## src/hdl/nt_pkg.sv

```systemverilog
// nt_pkg: shared types, codes and default sizes for the name table with aging
// no dependencies; used by every module of the block
package nt_pkg;

    // default sizes handed down from the top level
    localparam int TABLE_SLOTS_DEF = 32;
    localparam int FIRST_SLOT_DEF  = 2;
    localparam int NAME_BYTES_DEF  = 8;

    // fixed field widths of the ports
    localparam int NAME_W_MAX = 64;
    localparam int SLOT_W     = 5;
    localparam int ADDR_W     = 5;
    localparam int STATUS_W   = 2;
    localparam int LIVE_W     = 6;
    localparam int LIFE_W     = 8;

    // configuration port
    localparam int                CFG_ADDR_W     = 3;
    localparam int                CFG_DATA_W     = 32;
    localparam logic [LIFE_W-1:0] LIFETIME_RESET = 8'd3;
    localparam logic              REG_LIFETIME   = 1'b0;

    // commands
    typedef enum logic [1:0] {
        CMD_REGISTER  = 2'd0,
        CMD_RESOLVE   = 2'd1,
        CMD_KEEPALIVE = 2'd2,
        CMD_TICK      = 2'd3
    } cmd_t;

    // result status codes
    typedef enum logic [STATUS_W-1:0] {
        STATUS_OK       = 2'd0,
        STATUS_MISS     = 2'd1,
        STATUS_FULL     = 2'd2,
        STATUS_MISMATCH = 2'd3
    } status_t;

    // sequencer states
    typedef enum logic [1:0] {
        ST_IDLE,
        ST_SCAN,
        ST_DONE
    } state_t;

    // request item
    typedef struct packed {
        logic [1:0]            command;
        logic [NAME_W_MAX-1:0] name;
        logic [SLOT_W-1:0]     slot;
    } req_t;

    // result item
    typedef struct packed {
        logic [ADDR_W-1:0]   address;
        logic [STATUS_W-1:0] status;
        logic [LIVE_W-1:0]   live_count;
    } rsp_t;

    // ring control from the sequencer to the cells
    typedef struct packed {
        logic shift;
        logic write;
    } ring_ctrl_t;

endpackage

```

## src/hdl/nt_cell.sv

```systemverilog
// nt_cell: one slot of the ring, holding a name and its liveness counter
// depends on nt_pkg
module nt_cell #(
    parameter int NAME_W = nt_pkg::NAME_BYTES_DEF * 8
) (
    input  logic                      clk,
    input  logic                      rst_n,
    input  nt_pkg::ring_ctrl_t        ring,
    input  logic                      wr_sel,
    input  logic [NAME_W-1:0]         shift_name,
    input  logic [nt_pkg::LIFE_W-1:0] shift_life,
    input  logic [NAME_W-1:0]         wr_name,
    input  logic [nt_pkg::LIFE_W-1:0] wr_life,
    output logic [NAME_W-1:0]         name,
    output logic [nt_pkg::LIFE_W-1:0] life
);

    logic [NAME_W-1:0]         name_reg;
    logic [NAME_W-1:0]         name_next;
    logic [nt_pkg::LIFE_W-1:0] life_reg;
    logic [nt_pkg::LIFE_W-1:0] life_next;

    // take the neighbour's entry while rotating, or a new entry when selected
    always_comb
    begin
        name_next = name_reg;
        life_next = life_reg;
        if (ring.shift)
        begin
            name_next = shift_name;
            life_next = shift_life;
        end
        else if (ring.write && wr_sel)
        begin
            name_next = wr_name;
            life_next = wr_life;
        end
    end

    // entry storage, cleared to empty at reset
    always_ff @(posedge clk or negedge rst_n)
    begin
        if (!rst_n)
        begin
            name_reg <= '0;
            life_reg <= '0;
        end
        else
        begin
            name_reg <= name_next;
            life_reg <= life_next;
        end
    end

    assign name = name_reg;
    assign life = life_reg;

endmodule

```

## src/hdl/nt_ctrl.sv

```systemverilog
// nt_ctrl: sequencer that rotates the ring once per item and inspects the head cell
// depends on nt_pkg
module nt_ctrl #(
    parameter int TABLE_SLOTS = nt_pkg::TABLE_SLOTS_DEF,
    parameter int FIRST_SLOT  = nt_pkg::FIRST_SLOT_DEF,
    parameter int NAME_BYTES  = nt_pkg::NAME_BYTES_DEF,
    localparam int NAME_W     = NAME_BYTES * 8,
    localparam int IDX_W      = $clog2(TABLE_SLOTS),
    localparam int CNT_W      = $clog2(TABLE_SLOTS + 1)
) (
    input  logic                      clk,
    input  logic                      rst_n,
    input  logic                      start,
    input  nt_pkg::req_t              req,
    input  logic [nt_pkg::LIFE_W-1:0] lifetime,
    input  logic [NAME_W-1:0]         head_name,
    input  logic [nt_pkg::LIFE_W-1:0] head_life,
    output logic [NAME_W-1:0]         head_name_next,
    output logic [nt_pkg::LIFE_W-1:0] head_life_next,
    output nt_pkg::ring_ctrl_t        ring,
    output logic [IDX_W-1:0]          wr_idx,
    output logic [NAME_W-1:0]         wr_name,
    output logic                      busy,
    output logic                      done,
    output nt_pkg::rsp_t              rsp
);

    nt_pkg::state_t            state_reg;
    nt_pkg::state_t            state_next;
    logic [IDX_W-1:0]          cnt_reg;
    logic [IDX_W-1:0]          cnt_next;
    logic [1:0]                cmd_reg;
    logic [1:0]                cmd_next;
    logic [NAME_W-1:0]         name_reg;
    logic [NAME_W-1:0]         name_next;
    logic [nt_pkg::SLOT_W-1:0] slot_reg;
    logic [nt_pkg::SLOT_W-1:0] slot_next;
    logic                      found_reg;
    logic                      found_next;
    logic [IDX_W-1:0]          found_idx_reg;
    logic [IDX_W-1:0]          found_idx_next;
    logic                      free_reg;
    logic                      free_next;
    logic [IDX_W-1:0]          free_idx_reg;
    logic [IDX_W-1:0]          free_idx_next;
    logic [CNT_W-1:0]          occ_reg;
    logic [CNT_W-1:0]          occ_next;
    logic                      done_reg;
    logic                      done_next;
    nt_pkg::rsp_t              rsp_reg;
    nt_pkg::rsp_t              rsp_next;

    logic                      last_slot;
    logic                      in_range;
    logic                      name_nz;
    logic                      head_occ;
    logic                      hit;
    logic                      reg_ok;
    logic [IDX_W-1:0]          addr_sel;
    logic [31:0]               addr32;
    logic [31:0]               occ32;
    logic [1:0]                status_sel;

    // head cell inspection
    assign last_slot = (cnt_reg == IDX_W'(TABLE_SLOTS - 1));
    assign in_range  = (32'(cnt_reg) >= 32'(FIRST_SLOT));
    assign name_nz   = |name_reg;
    assign head_occ  = |head_name;
    assign hit       = in_range && name_nz && (head_name == name_reg);
    assign reg_ok    = (cmd_reg == nt_pkg::CMD_REGISTER) && name_nz && !found_reg && free_reg;

    // next state
    always_comb
    begin
        state_next = state_reg;
        case (state_reg)
            nt_pkg::ST_IDLE:
            begin
                if (start)
                    state_next = nt_pkg::ST_SCAN;
            end
            nt_pkg::ST_SCAN:
            begin
                if (last_slot)
                    state_next = nt_pkg::ST_DONE;
            end
            nt_pkg::ST_DONE:
            begin
                state_next = nt_pkg::ST_IDLE;
            end
            default:
            begin
                state_next = nt_pkg::ST_IDLE;
            end
        endcase
    end

    // state outputs
    always_comb
    begin
        busy       = 1'b1;
        ring.shift = 1'b0;
        ring.write = 1'b0;
        case (state_reg)
            nt_pkg::ST_IDLE:
            begin
                busy = 1'b0;
            end
            nt_pkg::ST_SCAN:
            begin
                ring.shift = 1'b1;
            end
            nt_pkg::ST_DONE:
            begin
                ring.write = reg_ok;
            end
            default:
            begin
                busy = 1'b1;
            end
        endcase
    end

    // per-slot scan work and end-of-pass result
    always_comb
    begin
        cnt_next       = cnt_reg;
        cmd_next       = cmd_reg;
        name_next      = name_reg;
        slot_next      = slot_reg;
        found_next     = found_reg;
        found_idx_next = found_idx_reg;
        free_next      = free_reg;
        free_idx_next  = free_idx_reg;
        occ_next       = occ_reg;
        done_next      = 1'b0;
        rsp_next       = rsp_reg;
        head_name_next = head_name;
        head_life_next = head_life;
        addr_sel       = '0;
        status_sel     = nt_pkg::STATUS_OK;
        case (state_reg)
            nt_pkg::ST_IDLE:
            begin
                if (start)
                begin
                    cnt_next   = '0;
                    cmd_next   = req.command;
                    name_next  = req.name[NAME_W-1:0];
                    slot_next  = req.slot;
                    found_next = 1'b0;
                    free_next  = 1'b0;
                end
            end
            nt_pkg::ST_SCAN:
            begin
                cnt_next = cnt_reg + IDX_W'(1);
                case (cmd_reg)
                    nt_pkg::CMD_REGISTER, nt_pkg::CMD_RESOLVE:
                    begin
                        if (hit && !found_reg)
                        begin
                            found_next     = 1'b1;
                            found_idx_next = cnt_reg;
                        end
                        if ((cmd_reg == nt_pkg::CMD_REGISTER) && in_range && !head_occ
                            && !free_reg)
                        begin
                            free_next     = 1'b1;
                            free_idx_next = cnt_reg;
                        end
                    end
                    nt_pkg::CMD_KEEPALIVE:
                    begin
                        // claimed slot must hold this very name
                        if (hit && (32'(cnt_reg) == 32'(slot_reg)))
                        begin
                            found_next     = 1'b1;
                            found_idx_next = cnt_reg;
                            head_life_next = lifetime;
                        end
                    end
                    default:
                    begin
                        // aging tick: occupied slots only
                        if (in_range && head_occ)
                        begin
                            if (head_life == '0)
                            begin
                                head_name_next = '0;
                                if (occ_reg != '0)
                                    occ_next = occ_reg - CNT_W'(1);
                            end
                            else
                            begin
                                head_life_next = head_life - nt_pkg::LIFE_W'(1);
                            end
                        end
                    end
                endcase
            end
            nt_pkg::ST_DONE:
            begin
                case (cmd_reg)
                    nt_pkg::CMD_REGISTER:
                    begin
                        if (!name_nz || found_reg)
                            status_sel = nt_pkg::STATUS_MISS;
                        else if (!free_reg)
                            status_sel = nt_pkg::STATUS_FULL;
                        else
                        begin
                            addr_sel = free_idx_reg;
                            occ_next = occ_reg + CNT_W'(1);
                        end
                    end
                    nt_pkg::CMD_RESOLVE:
                    begin
                        if (found_reg)
                            addr_sel = found_idx_reg;
                        else
                            status_sel = nt_pkg::STATUS_MISS;
                    end
                    nt_pkg::CMD_KEEPALIVE:
                    begin
                        if (found_reg)
                            addr_sel = found_idx_reg;
                        else
                            status_sel = nt_pkg::STATUS_MISMATCH;
                    end
                    default:
                    begin
                        status_sel = nt_pkg::STATUS_OK;
                    end
                endcase
                done_next           = 1'b1;
                rsp_next.address    = addr32[nt_pkg::ADDR_W-1:0];
                rsp_next.status     = status_sel;
                rsp_next.live_count = occ32[nt_pkg::LIVE_W-1:0];
            end
            default:
            begin
                done_next = 1'b0;
            end
        endcase
    end

    assign addr32 = 32'(addr_sel);
    assign occ32  = 32'(occ_next);

    // control registers
    always_ff @(posedge clk or negedge rst_n)
    begin
        if (!rst_n)
        begin
            state_reg <= nt_pkg::ST_IDLE;
            occ_reg   <= '0;
            done_reg  <= 1'b0;
        end
        else
        begin
            state_reg <= state_next;
            occ_reg   <= occ_next;
            done_reg  <= done_next;
        end
    end

    // item and scan payload registers
    always_ff @(posedge clk)
    begin
        cnt_reg       <= cnt_next;
        cmd_reg       <= cmd_next;
        name_reg      <= name_next;
        slot_reg      <= slot_next;
        found_reg     <= found_next;
        found_idx_reg <= found_idx_next;
        free_reg      <= free_next;
        free_idx_reg  <= free_idx_next;
        rsp_reg       <= rsp_next;
    end

    assign wr_idx  = free_idx_reg;
    assign wr_name = name_reg;
    assign done    = done_reg;
    assign rsp     = rsp_reg;

endmodule

```

## src/hdl/name_table_with_aging.sv

```systemverilog
// name_table_with_aging: top level, ring of slot cells, sequencer and config register
// depends on nt_pkg, nt_cell, nt_ctrl
//
// Each command keeps busy high while the slot entries, held in a ring of cells,
// rotate once past the head cell, one slot per cycle, and then while the done
// state writes a new entry and forms the result. start is taken when busy is
// low, so a new item cannot enter before the last one is through. The single
// result of each item appears on rsp, marked by done for a single cycle, in the
// cycle in which busy falls; it cannot be held off and must be captured then.
// entry_lifetime sits at byte address 0 of the APB port and should be written
// only while busy is low.
module name_table_with_aging #(
    parameter int TABLE_SLOTS = nt_pkg::TABLE_SLOTS_DEF,
    parameter int FIRST_SLOT  = nt_pkg::FIRST_SLOT_DEF,
    parameter int NAME_BYTES  = nt_pkg::NAME_BYTES_DEF
) (
    input  logic                          clk,
    input  logic                          rst_n,
    input  logic                          start,
    input  nt_pkg::req_t                  req,
    output logic                          busy,
    output logic                          done,
    output nt_pkg::rsp_t                  rsp,
    input  logic                          psel,
    input  logic                          penable,
    input  logic                          pwrite,
    input  logic [nt_pkg::CFG_ADDR_W-1:0] paddr,
    input  logic [nt_pkg::CFG_DATA_W-1:0] pwdata,
    output logic [nt_pkg::CFG_DATA_W-1:0] prdata,
    output logic                          pready
);

    localparam int NAME_W = NAME_BYTES * 8;
    localparam int IDX_W  = $clog2(TABLE_SLOTS);

    logic [nt_pkg::LIFE_W-1:0] lifetime_reg;
    logic [nt_pkg::LIFE_W-1:0] lifetime_next;
    logic                      cfg_hit;

    nt_pkg::ring_ctrl_t        ring;
    logic [IDX_W-1:0]          wr_idx;
    logic [NAME_W-1:0]         wr_name;
    logic [NAME_W-1:0]         head_name_next;
    logic [nt_pkg::LIFE_W-1:0] head_life_next;
    logic [NAME_W-1:0]         cell_name [TABLE_SLOTS];
    logic [nt_pkg::LIFE_W-1:0] cell_life [TABLE_SLOTS];

    // configuration register
    assign pready  = 1'b1;
    assign cfg_hit = (paddr[2] == nt_pkg::REG_LIFETIME);

    always_comb
    begin
        lifetime_next = lifetime_reg;
        if (psel && penable && pwrite && cfg_hit)
            lifetime_next = pwdata[nt_pkg::LIFE_W-1:0];
    end

    always_ff @(posedge clk or negedge rst_n)
    begin
        if (!rst_n)
            lifetime_reg <= nt_pkg::LIFETIME_RESET;
        else
            lifetime_reg <= lifetime_next;
    end

    assign prdata = cfg_hit ? nt_pkg::CFG_DATA_W'(lifetime_reg) : '0;

    // sequencer
    nt_ctrl #(
        .TABLE_SLOTS (TABLE_SLOTS),
        .FIRST_SLOT  (FIRST_SLOT),
        .NAME_BYTES  (NAME_BYTES)
    ) u_ctrl (
        .clk            (clk),
        .rst_n          (rst_n),
        .start          (start),
        .req            (req),
        .lifetime       (lifetime_reg),
        .head_name      (cell_name[0]),
        .head_life      (cell_life[0]),
        .head_name_next (head_name_next),
        .head_life_next (head_life_next),
        .ring           (ring),
        .wr_idx         (wr_idx),
        .wr_name        (wr_name),
        .busy           (busy),
        .done           (done),
        .rsp            (rsp)
    );

    // ring of slot cells, the head entry returns at the tail after inspection
    for (genvar i = 0; i < TABLE_SLOTS; i++)
    begin : g_cell
        logic [NAME_W-1:0]         nb_name;
        logic [nt_pkg::LIFE_W-1:0] nb_life;

        if (i == TABLE_SLOTS - 1)
        begin : g_tail
            assign nb_name = head_name_next;
            assign nb_life = head_life_next;
        end
        else
        begin : g_body
            assign nb_name = cell_name[i+1];
            assign nb_life = cell_life[i+1];
        end

        nt_cell #(
            .NAME_W (NAME_W)
        ) u_cell (
            .clk        (clk),
            .rst_n      (rst_n),
            .ring       (ring),
            .wr_sel     (wr_idx == IDX_W'(i)),
            .shift_name (nb_name),
            .shift_life (nb_life),
            .wr_name    (wr_name),
            .wr_life    (lifetime_reg),
            .name       (cell_name[i]),
            .life       (cell_life[i])
        );
    end

endmodule

```

## config.mk

```make
export PLATFORM = sky130hd
export DESIGN_NAME = name_table_with_aging
export DESIGN_NICKNAME = d
export VERILOG_FILES = /design/src/hdl/nt_pkg.sv /design/src/hdl/nt_cell.sv /design/src/hdl/nt_ctrl.sv /design/src/hdl/name_table_with_aging.sv
export SDC_FILE = /design/constraint.sdc
export NUM_CORES = 2
export LEC_CHECK = 0
export ABC_AREA = 0
export BUFFER_PORTS_ARGS = -buffer_cell sky130_fd_sc_hd__buf_2
export CAP_MARGIN = 20
export CORE_UTILIZATION = 42
export CTS_BUF_LIST = sky130_fd_sc_hd__clkbuf_2 sky130_fd_sc_hd__clkbuf_4 sky130_fd_sc_hd__clkbuf_8
export DETAILED_ROUTE_END_ITERATION = 16
export GPL_TIMING_DRIVEN = 0
export MAX_ROUTING_LAYER = met4
export PLACE_DENSITY = 0.6
export SYNTH_ARGS = -nofsm -noshare
export SYNTH_HDL_FRONTEND = slang
export SYNTH_HIERARCHICAL = 1
export SYNTH_SLANG_ARGS = --single-unit
```

## constraint.sdc

```tcl
create_clock -name clk -period 17.4 [get_ports clk]
set_input_delay 0 -clock clk [delete_from_list [all_inputs] [get_ports clk]]
set_output_delay 0 -clock clk [all_outputs]
set_load 0.005 [all_outputs]
```

[Word level (Yosys, flattened, before mapping)]
Index checks and enable logic that the tools add are counted.
Storage, ports and cells
  bits in registers: 2422
  bits in latches: 0
  bits in writable memories: 0
  ROM bits: 0
  bits of input ports: 112
  output and inout port bits: 48
  memories: 0
Cells by class
  add/sub/neg operators: 4
  multipliers: 0
  divide/modulo/power cells: 0
  magnitude comparators: 1
  equality and inequality tests: 47
  shift operators: 0
  mux-type cells: 175
  bitwise gates (word level): 1
  reduce and logical (&&, ||, !) cells: 102
Operators with widths (number)
  $mux W64: 68
  $mux W8: 69
  $reduce_or A64 Y1: 2
  $eq A5 B5 Y1 const B: 17
  $reduce_bool A2 Y1: 34
  $eq A64 B64 Y1: 1
  $logic_and A1 B1 Y1: 46
  $mux W6: 7
  $eq A5 B4 Y1 const B: 8
  $mux W5: 6
  $pmux W5 S2: 3
  $eq A5 B3 Y1 const B: 4
  $pmux W8 S2: 1
  $pmux W6 S2: 1
  $eq A5 B2 Y1 const B: 2
  $mux W1: 10
  $mux W2: 5
  $ne A2 B1 Y1 const B: 5
  $logic_not A8 Y1: 1
  $reduce_and A4 Y1: 2
  $sub A8 B1 Y8 const B: 1
  $add A6 B1 Y6 const B: 1
  $ne A3 B2 Y1 const B: 2
  $pmux W1 S2: 3
  22 further kinds: 31

[Depth between registers and ports, before layout]
  word-level depth: 8
  gate-level depth with buffers: 11
  mapped depth without buffers: 11

[Hierarchy]
Netlist, hierarchy kept.
Modules (own cells, without submodules)
  nt_cell: instances 32, cells an instance 409, area each 4456.8 um2, sequential area each 1801.7 um2
  nt_ctrl: instances 1, cells an instance 565, area each 6251.0 um2, sequential area each 3258.1 um2
  name_table_with_aging: instances 1, cells an instance 99, area each 784.5 um2, sequential area each 202.7 um2

[Least setup slack after synthesis]
OpenSTA, ideal clock, no wires.
  path kind: reg2reg
  from: register u_ctrl.name_reg[35] (netlist: u_ctrl/wr_name[35])
  to: register g_cell[0].u_cell.life_reg (netlist bit g_cell[0].u_cell/life[0])
  setup time: 0.139 ns
  arrival: 5.371 ns
  path slack: 11.890 ns
  cell stages (with the launch flop): 12
  path buffers: 3
  period minus slack after synthesis: 5.510 ns
  cell sequence: edfxtp_1 > nor4_1 > nand4_1 > nor2_1 > nand2_1 > nand2_1 > nor3_1 > buf_6 > and2_4 > buf_6 > buf_8 > o311ai_2
RTL lines
  start: declaration: RTL line nt_ctrl.sv:34  | logic [NAME_W-1:0] name_reg;
  start signal: assignment: RTL line nt_ctrl.sv:273  | name_reg <= name_next;
  end signal: assignment: RTL line nt_cell.sv:51  | life_reg <= life_next;
  end: declaration: RTL line nt_cell.sv:20  | logic [nt_pkg::LIFE_W-1:0] life_reg;

==> run metrics <==
Crit path largest cell delay between 800 and 900 ps; DP HPWL between 300000 and 400000 microns; crit path DAT 5410 ps; critical path type reg -> reg; initial core utilization 0.4233; max frequency ~230 MHz; antenna violations before repair 13; Compound-Gate Fraction of Synth Area 0.2584; Tot GR Track Use 0.2946; Hold-fix buffers, CTS 185; row cnt 218; WL/cell 26.61 microns; post-synthesis cell count 13752; largest net degree at the start of global routing 156; FF/Latch Area 61150 sq um; vias per cell 6.038; cell area after placement roughly 160000 sq um; H-tree Lvls 5; final period utilization 0.2519; Synth warnings 6; CTS tree built; 1st-pass router iterations 12; RSZ-0062 raised after global routing false; Largest register FFs slightly above 2000; CP startpoint kind register; CP required 18430 ps; final hold violations 0; actual slew at the worst max-slew pin 1081 ps; pwr dens 108.6 nW/um^2; Die ar. about 360000 sq um; clock buffer depth 4; Port Buf Inserts 108; Horiz. Die Dim 598.9 microns; Setup-failing EPs final 0; via count between 100k and 150k; Root Driver clkbuf_8; crit-path cells buf_16 -> buf_16 -> nor4_1 -> nand4_1 -> nor3_1 -> nand2_1 -> nand2_1 -> nor3_2 -> buf_6 -> buf_6 -> buf_6 -> buf_6 -> and2_4 -> buf_6 -> buf_6 -> o311ai_2; Crit. End Element register; vias in the first global route 121892; Clock Latency Late Sink 1190 ps; peak supply drop 0.00007517 V; Simple-Gate Fraction of Synth Area 0.2066; CTS Buf Count 433; ys async rst share 0.9583; share of cells above drive strength 1 0.2741; setup TNS 0 ps; fin crit period around 4400 ps; Seq cells post-synth 2422; FF-to-FF path depth 16; Initial DRC Count 11594; CTS resizes 0; library cells used by synthesis 65; Post-synth EDFFs 101; pre-CTS setup slack between 10000 and 15000 ps; Worst R2R Setup Slack 13020 ps; post-layout util 0.4890; leak pwr 63.88 nW; Chip Height approximately 600 microns; Layout Area Growth over Synthesis 15.51%; post-synthesis mux area share 0.001012; first-pass GRT wire length 784100 microns; Setup WS post-layout 13020 ps; clk_skew 101.5 ps; area occupied by multi-input gates 70670 sq um; Design Area, Final 172900 sq um; Slowest-stage cell, CP edfxtp_1; Syn Area/Cell approximately 11 sq um; Max-Cap Viols 0; Routed Wire Length 527200 microns; worst rel slew slack 0.2795; Design Power about 19 mW; Worst-path clk slew about 70 ps; ANT nets after route 0; post-synthesis sequential area ratio 0.4084; largest family of logic cells by synthesized area compound AO/OA/AOI/OAI gates; worst reg2reg startpoint u_ctrl/wr_name[55]$_DFFE_PP_; postcts setup bufs 0; core area 353500 sq um; GP Congestion 0.9232; Remaining DRCs 0; Synth Area in Adders 0.001338; Slew Viols, Final 0; Post-Syn Area between 100000 and 150000 sq um; Ports 160; status finished clean; CP Max Fanout 11; capturing point of the worst reg2reg path g_cell[14].u_cell/name[57]$_DFFE_PN0P_; clock net sink count around 2400; GRT overflow 0; XOR/XNOR Fraction of Synth Area 0.004155; CP most frequent cell buf_6; Hold Path Class in -> async; Most used DFF post-synth dfrtp_1; number of fill cells 32640; fin nets 14835
area by class of cell:
cell class	instances	share of cell area
Timing Repair Buffer	497	0.04477
Multi-Input combinational cell	7438	0.4088
Inverter	2333	0.05066
Clock inverter	96	0.004632
Antenna cell	23	0.0003329
Sequential cell	2422	0.3537
Tap cell	4730	0.03424
Clock buffer	688	0.04960
Buffer	1582	0.05326
where the power goes:
group	internal, mW	switching, mW	total [mW]
sequential	5.83	0.340	6.17
clock	3.24	2.66	5.90
combinational	2.10	4.59	6.69
synth_stat cells (51+ instances only):
cell,instances,share of area
inv_1,2332,0.058
nand2_1,2329,0.058
dfrtp_1,2319,0.39
nand4b_1,2308,0.14
o311ai_2,2112,0.23
clkbuf_1,588,0.015
buf_2,327,0.011
buf_6,288,0.022
buf_1,257,0.0064
o311ai_4,128,0.022
edfxtp_1,101,0.020
buf_4,90,0.0045
nor2b_1,74,0.0031
nor2_1,65,0.0016
o311ai_1,65,0.0038
xor2_1,54,0.0032
nor4_1,51,0.0021
metal layers:
metal	vias up	GRT usage	part of all wire
li1	52092	-	-
met1	61709	0.3804	0.42
met2	4591	0.4570	0.46
met3	1211	0.06588	0.079
met4	0	0.09787	0.038
met5	-	-	0
critical path: cells and delay by family (launching register included):
kind            cells  cell delay [ps]
simple gates        7             1530
buf+inv             8             1500
flops               1              830
compound gates      1              250
layout by cell type, fill, tap and decap left out, drive strengths merged, types with 23 or more instances in the layout:
cell type,synthesis,layout
conb,2,25
xor2,54,54
diode,0,23
nand4,27,27
dfrtp,2319,2319
dlygate4sd3,0,184
clkbuf,588,1276
nand2,2329,2329
inv,2332,2346
buf,994,1307
nor2,65,65
clkinv,1,69
o311ai,2305,2305
nor4,53,53
nor2b,75,75
edfxtp,101,101
and2,41,41
nand4b,2310,2310
logic make-up after synthesis:
family,after synthesis
simple gates,4954
buf+inv,3915
flops,2422
compound gates,2358
xor+xnor,71
fa+ha+maj,16
mux,14
other cells,2
worst max path at each step:
stage / end / slack, ps / from
after floorplan: g_cell[0].u_cell/life[0]$_DFFE_PN0P_ / 11890 / u_ctrl/wr_name[35]$_DFFE_PP_
after global placement: g_cell[1].u_cell/life[2]$_DFFE_PN0P_ / -40020 / rst_n
after detailed placement: g_cell[19].u_cell/name[17]$_DFFE_PN0P_ / 13400 / u_ctrl/wr_name[55]$_DFFE_PP_
after CTS: g_cell[14].u_cell/name[57]$_DFFE_PN0P_ / 13360 / u_ctrl/wr_name[55]$_DFFE_PP_
after global routing: g_cell[19].u_cell/name[17]$_DFFE_PN0P_ / 13120 / u_ctrl/wr_name[55]$_DFFE_PP_
final: g_cell[14].u_cell/name[57]$_DFFE_PN0P_ / 13020 / u_ctrl/wr_name[55]$_DFFE_PP_
per-stage QoR:
step / hold slack [ps] / std cells
after floorplan: -295.6 / 13775
after global placement: 177.3 / 18613
after detailed placement: 7.841 / 18817
after CTS: 0.2182 / 19786
after global routing: 109.7 / 19804
final: 54.79 / 19809
(Power assumes the default switching activity.)
